==> config.mk <==
export PLATFORM = sky130hd
export DESIGN_NAME = unsigned_to_ascii_radix_unit
export DESIGN_NICKNAME = d
export VERILOG_FILES = /design/src/rtl/utar_pkg.sv /design/src/rtl/utar_front.sv /design/src/rtl/utar_queue.sv /design/src/rtl/utar_back.sv /design/src/rtl/unsigned_to_ascii_radix_unit.sv
export SDC_FILE = /design/constraint.sdc
export NUM_CORES = 1
export LEC_CHECK = 0
export ABC_AREA = 1
export BUFFER_PORTS_ARGS = -buffer_cell sky130_fd_sc_hd__buf_2
export CAP_MARGIN = 30
export CORE_MARGIN = 2
export CORE_UTILIZATION = 51
export CTS_CLUSTER_DIAMETER = 50
export DETAILED_ROUTE_END_ITERATION = 7
export GPL_ROUTABILITY_DRIVEN = 0
export PLACE_DENSITY_LB_ADDON = 0.05
export SLEW_MARGIN = 10
export SYNTH_ARGS = -nofsm -noshare
export SYNTH_HDL_FRONTEND = slang
export SYNTH_SLANG_ARGS = --single-unit
==> constraint.sdc <==
create_clock -name aclk -period 10.8 [get_ports aclk]
set_clock_uncertainty 0.2 [all_clocks]
set_input_delay 3.24 -clock aclk [delete_from_list [all_inputs] [get_ports aclk]]
set_output_delay 3.24 -clock aclk [all_outputs]
set_load 0.005 [all_outputs]
==> src/rtl/utar_pkg.sv <==
// Package for the unsigned-to-ASCII radix unit: payload types, job type, codes and constants.
package utar_pkg;

    localparam int VALUE_W         = 64;
    localparam int BCD_DIGITS      = 20;
    localparam int MAX_DIGITS      = 22;
    localparam int DIGIT_IDX_W     = $clog2(MAX_DIGITS);
    localparam int DABBLE_STEPS    = VALUE_W;
    localparam int STEP_CNT_W      = $clog2(DABBLE_STEPS);
    localparam int QUEUE_DEPTH_DEF = 2;

    localparam logic [1:0] FUNC_DEC    = 2'd0;
    localparam logic [1:0] FUNC_HEX_LO = 2'd1;
    localparam logic [1:0] FUNC_HEX_UP = 2'd2;
    localparam logic [1:0] FUNC_OCT    = 2'd3;

    localparam logic [6:0] ASCII_ZERO    = 7'h30;
    localparam logic [6:0] ASCII_LOWER_A = 7'h61;
    localparam logic [6:0] ASCII_UPPER_A = 7'h41;

    typedef struct packed {
        logic [VALUE_W-1:0] value;
        logic [1:0]         func;
    } in_t;

    typedef struct packed {
        logic [6:0] digit_char;
        logic       last;
    } out_t;

    typedef logic [MAX_DIGITS-1:0][3:0] digits_t;

    typedef struct packed {
        digits_t                digits;
        logic [DIGIT_IDX_W-1:0] top_idx;
        logic                   upper;
    } job_t;

    typedef enum logic [1:0] {
        FS_IDLE,
        FS_CONV,
        FS_DONE
    } front_state_t;

endpackage

==> src/rtl/utar_front.sv <==
// Front end: accepts a value, converts it to radix digits and finds the leading digit.
module utar_front
    import utar_pkg::*;
(
    input  logic aclk,
    input  logic aresetn,
    input  logic s_valid,
    output logic s_ready,
    input  in_t  s_payload,
    output logic job_valid,
    input  logic job_ready,
    output job_t job_data
);

    localparam int SR_W = BCD_DIGITS * 4 + VALUE_W;

    front_state_t state_reg, state_next;
    logic [SR_W-1:0]       sr_reg;
    logic [SR_W-1:0]       sr_step;
    logic [STEP_CNT_W-1:0] cnt_reg;
    digits_t               digits_reg;
    digits_t               load_digits;
    logic                  upper_reg;
    logic                  accept;

    function automatic logic [SR_W-1:0] dabble(input logic [SR_W-1:0] x);
        logic [SR_W-1:0] y;
        logic [3:0]      d;
        y = x;
        for (int i = 0; i < BCD_DIGITS; i++) begin
            d = y[VALUE_W + 4*i +: 4];
            if (d >= 4'd5) begin
                d = d + 4'd3;
            end
            y[VALUE_W + 4*i +: 4] = d;
        end
        return {y[SR_W-2:0], 1'b0};
    endfunction

    function automatic logic [DIGIT_IDX_W-1:0] lead_idx(input digits_t d);
        logic [DIGIT_IDX_W-1:0] n;
        n = '0;
        for (int i = 0; i < MAX_DIGITS; i++) begin
            if (d[i] != 4'd0) begin
                n = DIGIT_IDX_W'(i);
            end
        end
        return n;
    endfunction

    assign sr_step = dabble(sr_reg);

    always_comb begin
        logic [3*MAX_DIGITS-1:0] oct_pad;
        oct_pad     = {{(3*MAX_DIGITS-VALUE_W){1'b0}}, s_payload.value};
        load_digits = '0;
        if (s_payload.func == FUNC_OCT) begin
            for (int i = 0; i < MAX_DIGITS; i++) begin
                load_digits[i] = {1'b0, oct_pad[3*i +: 3]};
            end
        end else begin
            load_digits = digits_t'(s_payload.value);
        end
    end

    always_comb begin
        state_next = state_reg;
        case (state_reg)
            FS_IDLE: begin
                if (s_valid) begin
                    state_next = (s_payload.func == FUNC_DEC) ? FS_CONV : FS_DONE;
                end
            end
            FS_CONV: begin
                if (cnt_reg == STEP_CNT_W'(DABBLE_STEPS - 1)) begin
                    state_next = FS_DONE;
                end
            end
            FS_DONE: begin
                if (job_ready) begin
                    state_next = FS_IDLE;
                end
            end
            default: state_next = FS_IDLE;
        endcase
    end

    always_comb begin
        s_ready           = (state_reg == FS_IDLE);
        job_valid         = (state_reg == FS_DONE);
        job_data.digits   = digits_reg;
        job_data.top_idx  = lead_idx(digits_reg);
        job_data.upper    = upper_reg;
    end

    assign accept = s_valid && s_ready;

    always_ff @(posedge aclk) begin
        if (!aresetn) begin
            state_reg <= FS_IDLE;
        end else begin
            state_reg <= state_next;
        end
    end

    always_ff @(posedge aclk) begin
        if (accept) begin
            sr_reg     <= {{(BCD_DIGITS*4){1'b0}}, s_payload.value};
            cnt_reg    <= '0;
            digits_reg <= load_digits;
            upper_reg  <= (s_payload.func == FUNC_HEX_UP);
        end else if (state_reg == FS_CONV) begin
            sr_reg  <= sr_step;
            cnt_reg <= cnt_reg + STEP_CNT_W'(1);
            if (cnt_reg == STEP_CNT_W'(DABBLE_STEPS - 1)) begin
                digits_reg <= digits_t'(sr_step[SR_W-1:VALUE_W]);
            end
        end
    end

endmodule

==> src/rtl/utar_queue.sv <==
// Small job queue between the conversion front end and the character back end.
module utar_queue
    import utar_pkg::*;
#(
    parameter int DEPTH = QUEUE_DEPTH_DEF
) (
    input  logic aclk,
    input  logic aresetn,
    input  logic wr_valid,
    output logic wr_ready,
    input  job_t wr_data,
    output logic rd_valid,
    input  logic rd_ready,
    output job_t rd_data
);

    localparam int PTR_W = (DEPTH > 1) ? $clog2(DEPTH) : 1;
    localparam int CNT_W = $clog2(DEPTH + 1);

    job_t             entry_reg [DEPTH];
    logic [PTR_W-1:0] wr_ptr_reg, rd_ptr_reg;
    logic [CNT_W-1:0] count_reg;
    logic             push, pop;

    function automatic logic [PTR_W-1:0] ptr_inc(input logic [PTR_W-1:0] p);
        return (p == PTR_W'(DEPTH - 1)) ? '0 : p + PTR_W'(1);
    endfunction

    assign wr_ready = (count_reg != CNT_W'(DEPTH));
    assign rd_valid = (count_reg != '0);
    assign rd_data  = entry_reg[rd_ptr_reg];
    assign push     = wr_valid && wr_ready;
    assign pop      = rd_valid && rd_ready;

    always_ff @(posedge aclk) begin
        if (!aresetn) begin
            wr_ptr_reg <= '0;
            rd_ptr_reg <= '0;
            count_reg  <= '0;
        end else begin
            if (push) begin
                wr_ptr_reg <= ptr_inc(wr_ptr_reg);
            end
            if (pop) begin
                rd_ptr_reg <= ptr_inc(rd_ptr_reg);
            end
            if (push && !pop) begin
                count_reg <= count_reg + CNT_W'(1);
            end else if (pop && !push) begin
                count_reg <= count_reg - CNT_W'(1);
            end
        end
    end

    always_ff @(posedge aclk) begin
        if (push) begin
            entry_reg[wr_ptr_reg] <= wr_data;
        end
    end

endmodule

==> src/rtl/utar_back.sv <==
// Back end: walks a job's digits from the leading one down, one ASCII character per cycle unless stalled.
module utar_back
    import utar_pkg::*;
(
    input  logic aclk,
    input  logic aresetn,
    input  logic job_valid,
    output logic job_ready,
    input  job_t job_data,
    output logic m_valid,
    input  logic m_ready,
    output out_t m_payload
);

    logic                   busy_reg;
    job_t                   job_reg;
    logic [DIGIT_IDX_W-1:0] idx_reg;
    logic                   m_valid_reg;
    out_t                   out_reg;
    logic                   emit;

    function automatic logic [6:0] to_char(input logic [3:0] d, input logic upper);
        logic [6:0] c;
        if (d < 4'd10) begin
            c = ASCII_ZERO + 7'(d);
        end else begin
            c = (upper ? ASCII_UPPER_A : ASCII_LOWER_A) + 7'(d - 4'd10);
        end
        return c;
    endfunction

    assign job_ready = !busy_reg;
    assign emit      = busy_reg && (!m_valid_reg || m_ready);
    assign m_valid   = m_valid_reg;
    assign m_payload = out_reg;

    always_ff @(posedge aclk) begin
        if (!aresetn) begin
            busy_reg    <= 1'b0;
            m_valid_reg <= 1'b0;
        end else begin
            if (job_valid && !busy_reg) begin
                busy_reg <= 1'b1;
            end else if (emit && (idx_reg == '0)) begin
                busy_reg <= 1'b0;
            end
            if (emit) begin
                m_valid_reg <= 1'b1;
            end else if (m_ready) begin
                m_valid_reg <= 1'b0;
            end
        end
    end

    always_ff @(posedge aclk) begin
        if (job_valid && !busy_reg) begin
            job_reg <= job_data;
            idx_reg <= job_data.top_idx;
        end else if (emit) begin
            out_reg.digit_char <= to_char(job_reg.digits[idx_reg], job_reg.upper);
            out_reg.last       <= (idx_reg == '0);
            if (idx_reg != '0) begin
                idx_reg <= idx_reg - DIGIT_IDX_W'(1);
            end
        end
    end

endmodule

==> src/rtl/unsigned_to_ascii_radix_unit.sv <==
// Top level: converts a 64-bit unsigned value to ASCII digits in decimal, hex or octal.
// Decimal values pass through the 64-step shift-and-add-3 loop in the front end; hex and octal
// skip it. The front end holds one number at a time and takes no new one until its job is
// handed on; the back end emits one character per cycle while a number is in progress and
// the output is not stalled.
// Reset: aresetn, synchronous, active low, clears all control state; no clearing pass.
module unsigned_to_ascii_radix_unit
    import utar_pkg::*;
#(
    parameter int QUEUE_DEPTH = QUEUE_DEPTH_DEF
) (
    input  logic aclk,
    input  logic aresetn,
    input  logic s_valid,
    output logic s_ready,
    input  in_t  s_payload,
    output logic m_valid,
    input  logic m_ready,
    output out_t m_payload
);

    logic fq_valid, fq_ready;
    job_t fq_data;
    logic qb_valid, qb_ready;
    job_t qb_data;

    utar_front u_front (
        .aclk      (aclk),
        .aresetn   (aresetn),
        .s_valid   (s_valid),
        .s_ready   (s_ready),
        .s_payload (s_payload),
        .job_valid (fq_valid),
        .job_ready (fq_ready),
        .job_data  (fq_data)
    );

    utar_queue #(
        .DEPTH (QUEUE_DEPTH)
    ) u_queue (
        .aclk     (aclk),
        .aresetn  (aresetn),
        .wr_valid (fq_valid),
        .wr_ready (fq_ready),
        .wr_data  (fq_data),
        .rd_valid (qb_valid),
        .rd_ready (qb_ready),
        .rd_data  (qb_data)
    );

    utar_back u_back (
        .aclk      (aclk),
        .aresetn   (aresetn),
        .job_valid (qb_valid),
        .job_ready (qb_ready),
        .job_data  (qb_data),
        .m_valid   (m_valid),
        .m_ready   (m_ready),
        .m_payload (m_payload)
    );

endmodule

* Yosys cells after proc, flatten, opt, wreduce, memory -nomap -nowiden
Memories as Yosys holds them, arrays and structs flattened. A register that Yosys moved wholly into a read port is not among the register bits.
Index checks and enable logic that the tools add are counted.
** Storage, ports and cells
- Output and inout port bits :: 10
- Logic and storage cells :: 240
- Bits in registers :: 349
- RAM bits :: 188
- Memories kept :: 1
** Operators by class
- Bitwise logic cells :: 1
- Order comparisons :: 22
- Equal/unequal tests :: 9
- Reductions and logical operators :: 49
- Muxes and demuxes :: 71
- Add/subtract/negate cells :: 29
** Memories
- u_queue.entry_reg :: words 2, bits a word 94, read ports 1, clocked after memory_dff 1, wr ports 1, RTL line utar_queue.sv:20 : job_t entry_reg [DEPTH];
** Operators by type and width (count)
- $mux 88 :: 3
- $mux 64 :: 2
- $mux 4 :: 28
- $mux 85 :: 1
- $reduce_bool 4->1 :: 21
- $ge 4x3->1 const B :: 20
- $add 4x2->4 const B :: 19
- $mux 5 :: 9
- $bmux 4 s5 :: 1
- $mux 2 :: 8
- $reduce_bool 2->1 :: 8
- $mux 3 :: 5
- $mux 1 :: 11
- $ne 2x2->1 const B :: 4
- $add 6x4->7 const A :: 1
- $add 7x7->7 :: 1
- $logic_and 1x1->1 :: 7
- $mux 7 :: 1
- $add 6x1->6 const B :: 1
- $eq 2x2->1 const B :: 3
- $eq 6x6->1 const B :: 1
- $lt 5x6->1 const B :: 1
- $mux 6 :: 1
- $pmux 2 s3 :: 1
- 16 further kinds :: 23

* Logic depth before layout (Yosys ltp)
Gate-level depths: netlist (run 1).
- Depth after elaboration :: 22
- Gate-level depth with buffers :: 23

* Cells and area by module
Synthesis (run 1) repeated with hierarchy kept, for this count alone.
** Unflattened totals
- Cell total of the unflattened synthesis :: 2048
- Area total of the unflattened synthesis :: 23135.9 µm²
** Modules (own cells, without submodules)
- utar_front :: cells an instance 1294, times used 1, area each 11474.8 µm²
- utar_queue :: cells an instance 329, times used 1, area each 7034.2 µm²
- utar_back :: cells an instance 425, times used 1, area each 4626.9 µm²

* Worst setup path before layout (run 1)
No wires, ideal clock.
- Path kind :: in2reg
- From :: input port s_valid
- To :: register u_front.digits_reg (netlist bit u_front.job_data[10]), enable pin
- Stages :: 7
- Path buffers :: 3
- Setup time :: 1287 ps
- Arrival :: 6578 ps
- Data required time :: 9313 ps
- Path slack :: 2735 ps
- Path through :: inv_1 -> nor2_1 -> buf_2 -> inv_1 -> buf_2 -> clkbuf_1 -> o21ai_0
** On the way
- Cells in the longest elaborated chain, start to end :: 3
** Ends and longest elaborated chain
- start, declared :: RTL line unsigned_to_ascii_radix_unit.sv:14 : input logic s_valid,
- $logic_and 1x1->1 * :: RTL line utar_front.sv:96 : assign accept = s_valid && s_ready;
- $reduce_bool 2->1 (no line)
- $reduce_and 2->1 (no line) *
- end signal, assigned :: RTL line utar_front.sv:110 : digits_reg <= load_digits;
- end signal, assigned :: RTL line utar_front.sv:116 : digits_reg <= digits_t'(sr_step[SR_W-1:VALUE_W]);
- end, declared :: RTL line utar_front.sv:21 : digits_t digits_reg;
Every way passes the cells marked *; elsewhere a longest branch is shown, timed or not.
A chain may end at the register's enable or synchronous reset.

* Final worst setup path (run 1)
- From :: input port s_valid
- To :: register u_front.digits_reg (netlist bit u_front.job_data[16]), enable pin
Same word-level chain as after synthesis.

==> flow_summary.yaml, run 1 <==
status:
  status: "complete, no violations"
synth:
  synth.distinct_cells: 40
  synth_top_area_cell: "edfxtp_1"
  syn_nets: 2220
  yosysTopAreaCellShare_pct: 57.8
  syn_area_per_cell_sq_um: 10.6
  synth_area_sq_um: 22200
  synth_area_leaders: "edfxtp_1 58%, nand2_1 11%, dfxtp_1 8.6%"
  synth-seq-cells: 522
  synth_warnings: 0
  syn_inst: 2101
  ys_seq_area_share_pct: 66.3
placed_design:
  dpl.hpwl_um: 34200
  port_buffers: 79
  place_inst: 2696
cts:
  clockBufferDepth: 3
  cts_made_buffers: 56
  clk_latency_ns: 0.61
  cts_num_sinks: 522
  cts_setup_buffers: 0
  cts_tree: "built"
  clk_root_buffer_cell: "clkbuf_16"
  htree_levels: 2
  postCtsHoldBufs: 0
  cts_resized: 0
  clk_pin_slew_ns: 0.06
route:
  post-route-drc-count: 0
  wl_per_cell_um: 19.0
  drt_iter0_drc: 1328
  via_per_inst: 5.38
  firstDrtPassIters: 6
  routed_wl_um: 53100
  vias: 15100
  postRouteAntennaNets: 0
sta:
  setup_viol: 0
  rsz0062_at_grt: "false"
  finalCritPeriodShare_pct: 49.7
  period_needed_ns: 5.37
  finalSetupTns_ns: 0
  fmax_mhz: 186
  slew_headroom_pct: 38.3
  drv_slew: 0
  worstMarginPinSlew_ns: 0.926
  hold_violations: 0
setup_path:
  cp_max_fo: 74
  end_kind: "flop"
  critical_path_class: "in2reg"
  worst_ep_arrival_time_ns: 5.41
  setup.worst_path.start_class: "input pin"
  worstPathRequired_ns: 10.84
floorplanning:
  ios: 80
  die-area_sq_um: 45200
  core-area_sq_um: 43000
  rows: 76
  start_util_pct: 51.6
  die_w_um: 213
  die_h_um: 213
global_route:
  grt_max_degree: 81
  grt_pass1_vias: 14200
  grt_remaining_overflow: 0
  grtUsageTotal_pct: 23.9
  antenna_found_initial: 0
  grt_pass1_wl_um: 81300
layout:
  nets: 2289
  syn2layout_area_growth_pct: 12.4
  largest_reg_flops: 180
  multi_input_area_sq_um: 6450
  diodes: 0
  fin_cells: 2801
  register_area_sq_um: 14700
  fill_cells: 3682
  layout-drive-gt1-share_pct: 9.16
power:
  p_int_mw: 4.61
  pwr-share-comb_pct: 26.1
  p_sw_mw: 2.35
  switching_share_pct: 33.8
  p_seq_share_pct: 46.5
  pwr-share-clk_pct: 27.5
  ir_drop_v: 0.000161
  p_leak_nw: 9.97
  pwr_density_cell_nw_per_um2: 279
run:
  max_cap_viol_count: 0
worst_hold_path:
  hp-class: "reg2reg"
path summary, 6_finish.rpt:
| kind | from | end | slack, ns | cells after the start |
|---|---|---|---|---|
| worst min register to register | u_queue.rd_ptr_reg | flop | 0.25 | 1 |
| worst min-delay path | u_queue.rd_ptr_reg | flop | 0.25 | 1 |
| worst max register to register | u_back.idx_reg[1] | u_back.m_payload[7] | 6.96 | 16 |
| worst max-delay path | s_valid | u_front.job_data[16] | 5.43 | 7 |
cell type report:
cell class / instances / area share [%]
clock inverter: 31 / 1.26
clock buffer: 73 / 6.04
timing repair buffer: 99 / 2.26
multi-input combinational: 1322 / 25.9
sequential: 522 / 59.0
tap: 585 / 2.93
inverter: 169 / 2.58
layer usage:
metal / GRT usage, % / vias to the layer above / part of all wire (%)
met1: 36.6 / 7161 / 48
li1: - / 7329 / -
met3: 3.07 / 94 / 6.3
met4: 7.67 / 0 / 2.8
met5: 0 / - / 0
met2: 35.2 / 486 / 43
cells in the final DEF (no fill, tap or decap), drive strengths merged, types with 2 or more instances in the layout:
master    netlist  routed
a211oi          3       3
a21oi          85      85
a22oi          56      56
a2bb2oi         4       4
a31oi           6       6
buf            42      99
bufinv          0       6
clkbuf         46      73
clkinv          0      20
clkinvlp        0       2
dfxtp          95      95
edfxtp        427     427
ha             49      49
inv           169     172
nand2         656     656
nand3          42      42
nor2          108     108
nor3            7       7
nor4           17      17
o211ai          2       2
o21ai         236     236
o221ai          9       9
o22ai          10      10
xnor2           2       2
xor2           23      23
cell families after synthesis:
| group | Yosys count | share of synthesized area (%) |
|---|---|---|
| compound gates | 415 | 10.5 |
| xor+xnor | 25 | 0.987 |
| fa+ha+maj | 49 | 2.76 |
| buf+inv | 257 | 4.74 |
| flops | 522 | 66.3 |
| simple gates | 833 | 14.7 |
critical path, cell delays in order:
cell and delay (ns):
buf_2 0.07, inv_1 0.06, nor2_4 0.22, clkinv_2 0.50, buf_4 0.57, o21ai_4 0.15, buf_4 0.50
cell usage after synthesis, drive strengths merged:
library cell,n
o21a,1
edfxtp,427
a22oi,56
a21oi,85
nor4,17
o211ai,2
a31oi,6
o221ai,9
or2,1
a21o,1
nand3,42
nor3,7
nor2,108
clkbuf,46
inv,169
dfxtp,95
o22ai,10
nor3b,1
o21ai,236
buf,42
o21bai,1
a211oi,3
o31ai,1
ha,49
nand2,656
and2,1
xnor2,2
xor2,23
a2bb2oi,4
power by group through the flow:
stage                     clock (mW)  combinational (mW)  sequential (mW)
after floorplan                    0                1.33             3.17
after global placement             0                1.78             3.25
after detailed placement           0                1.82             3.27
after CTS                       1.95                1.83             3.23
after global routing            2.02                2.07             3.29
final                           1.91                1.81             3.24
through the flow:
step | total power, mW | util (%) | cell area (sq um) | setup WS (ns) | hold WS [ns]
6_report | 6.96 | 58.0 | 24900 | 5.43 | 0.251
5_1_grt | 7.38 | 58.0 | 24900 | 5.29 | 0.280
4_1_cts | 7.01 | 58.0 | 24900 | 5.47 | 0.253
3_5_place_dp | 5.09 | 53.8 | 23100 | 4.82 | 0.240
3_3_place_gp | 5.03 | 53.7 | 23100 | 4.85 | 0.228
2_1_floorplan | 4.50 | - | 22200 | 2.74 | 0.221
No activity file was read; power rests on OpenSTA's default activity.
==> run 2, diff against run 1 <==
==> constraint.sdc (replaced) <==
create_clock -name aclk -period 4.4 [get_ports aclk]
set_clock_uncertainty 0.2 [all_clocks]
set_input_delay 1.32 -clock aclk [delete_from_list [all_inputs] [get_ports aclk]]
set_output_delay 1.32 -clock aclk [all_outputs]
set_load 0.005 [all_outputs]
==> run 2 against run 1 <==
Against the previous run: critical path depth increased by 8; final cell count increased by 0.25%; clock power increased to 2.6 times the previous value; combinational power increased by 150%; worst hold slack improved by 0.0072 ns; critical path type is now reg2reg.
==> flow_summary.yaml, run 2 (same netlist as run 1, synthesis figures left out) <==
status:
  status: "complete, no violations"
worst_hold_path:
  hp-class: "reg2reg"
placed_design:
  placed_area_sq_um: 23200
  dpl.hpwl_um: 35600
  port_buffers: 79
  preCtsSetupSlack_ns: 1.03
sta:
  period_needed_ns: 3.39
  worstMarginPinSlew_ns: 0.943
  finalCritPeriodShare_pct: 77.0
  setup_viol: 0
  rsz0062_at_grt: "false"
  drv_slew: 0
  fin_ws_ns: 1.01
  slew_headroom_pct: 36.9
  fmax_mhz: 295
  hold_violations: 0
  finalSetupTns_ns: 0
cts:
  clk_pin_slew_ns: 0.06
  postCtsHoldBufs: 0
  clk_root_buffer_cell: "clkbuf_16"
  cts_resized: 0
  clk_latency_ns: 0.60
  cts_made_buffers: 57
  clockBufferDepth: 3
  cts_num_sinks: 522
  cts_setup_buffers: 0
  cts_tree: "built"
  htree_levels: 2
power:
  p_int_mw: 11.5
  p_total_mw: 17.4
  p_sw_mw: 5.85
  switching_share_pct: 33.6
  pwr-share-clk_pct: 28.2
  p_seq_share_pct: 46.1
  pwr-share-comb_pct: 25.7
  pwr_density_cell_nw_per_um2: 691
  p_leak_nw: 10.1
  ir_drop_v: 0.000425
run:
  max_cap_viol_count: 0
setup_path:
  setup.worst_path.start_class: "flop"
  path_cells: "inv_6 > nor2_1 > o221ai_1 > nand3_1 > a31oi_1 > a21oi_2 > ha_1 > inv_1 > ha_1 > nand2_1 > nor2_1 > a21o_1 > inv_1 > o21ai_1 > a21oi_1"
  critical_path_class: "reg2reg"
  worst_ep_arrival_time_ns: 3.54
  crit_slowest_cell: "edfxtp_1"
  cp_max_fo: 44
  end_kind: "flop"
  slowest_delay_ns: 0.77
  worstPathRequired_ns: 4.55
global_route:
  grt_pass1_wl_um: 82800
  grt_remaining_overflow: 0
  antenna_found_initial: 0
  grt_pass1_vias: 14300
  grtUsageTotal_pct: 24.2
  grt_max_degree: 109
floorplanning:
  core-area_sq_um: 43000
  rows: 76
  die_h_um: 213
  ios: 80
  die-area_sq_um: 45200
  die_w_um: 213
  start_util_pct: 51.6
route:
  wl_per_cell_um: 19.2
  post-route-drc-count: 0
  via_per_inst: 5.41
  routed_wl_um: 53800
  drt_iter0_drc: 1481
  vias: 15200
  firstDrtPassIters: 5
  postRouteAntennaNets: 0
layout:
  largest_reg_flops: 180
  layout-drive-gt1-share_pct: 10.1
  final_cell_mix: "651 x nand2_1, 427 x edfxtp_1, 224 x o21ai_0"
  design_area_sq_um: 25200
  diodes: 0
  mostFrequentLayoutCell: "nand2_1"
  nets: 2294
  syn2layout_area_growth_pct: 13.5
==> run 2: cell types whose count changed in the layout (fill, tap and decap cells not counted), sizes merged <==
cell / change
clkinvlp: +3
buf: +4
clkbuf: +8
inv: -1
bufinv: -1
clkinv: -6
==> run 2: path summary, 6_finish.rpt <==
kind	start	end	slack (ns)	cells after the start
setup reg to reg	u_back.idx_reg[0]	u_back.m_payload[7]	1.01	15
hold reg to reg	u_queue.rd_ptr_reg	flop	0.26	1
hold / removal	u_queue.rd_ptr_reg	flop	0.26	1
setup / recovery	u_back.idx_reg[0]	u_back.m_payload[7]	1.01	15
==> run 2: layout make-up <==
type	instances	area (sq um)
Clock inverter	26	294
Timing Repair Buffer	103	668
Inverter	169	644
Multi-Input combinational cell	1322	6450
Tap cell	585	732
Fill cell	3664	17800
Sequential cell	522	14700
Clock buffer	81	1670
==> run 2: per-stage QoR <==
step | hold WS [ns] | instances | utilization [%]
finish | 0.259 | 2808 | 58.6
global route | 0.286 | 2808 | 58.6
CTS | 0.256 | 2808 | 58.6
detailed placement | 0.248 | 2701 | 54.0
global placement | 0.228 | 2699 | 54.0
floorplan | 0.221 | 2101 | -
==> run 2: power by group through the flow <==
stage,Sequential (mW),Combinational [mW],Clock (mW)
2_1_floorplan,7.75,3.28,0
3_3_place_gp,8.09,4.36,0
3_5_place_dp,8.10,4.48,0
4_1_cts,8.01,4.50,5.00
5_1_grt,8.14,5.11,5.18
6_report,8.01,4.47,4.91
==> run 2: layer usage <==
layer / vias up / track usage [%] / part of all wire (%)
met5: - / 0 / 0
met4: 0 / 6.37 / 1.9
met3: 74 / 3.32 / 6.0
met2: 472 / 35.5 / 43
met1: 7307 / 37.9 / 49
li1: 7344 / - / -
==> run 2: critical path, delay by kind of cell, from the launching register on <==
kind | cells | cell delay (ns)
AOI/OAI and AO/OA | 6 | 0.80
adders and majority gates | 2 | 0.55
buffers and inverters | 3 | 0.35
DFF | 1 | 0.77
and+or+nand+nor | 4 | 0.47
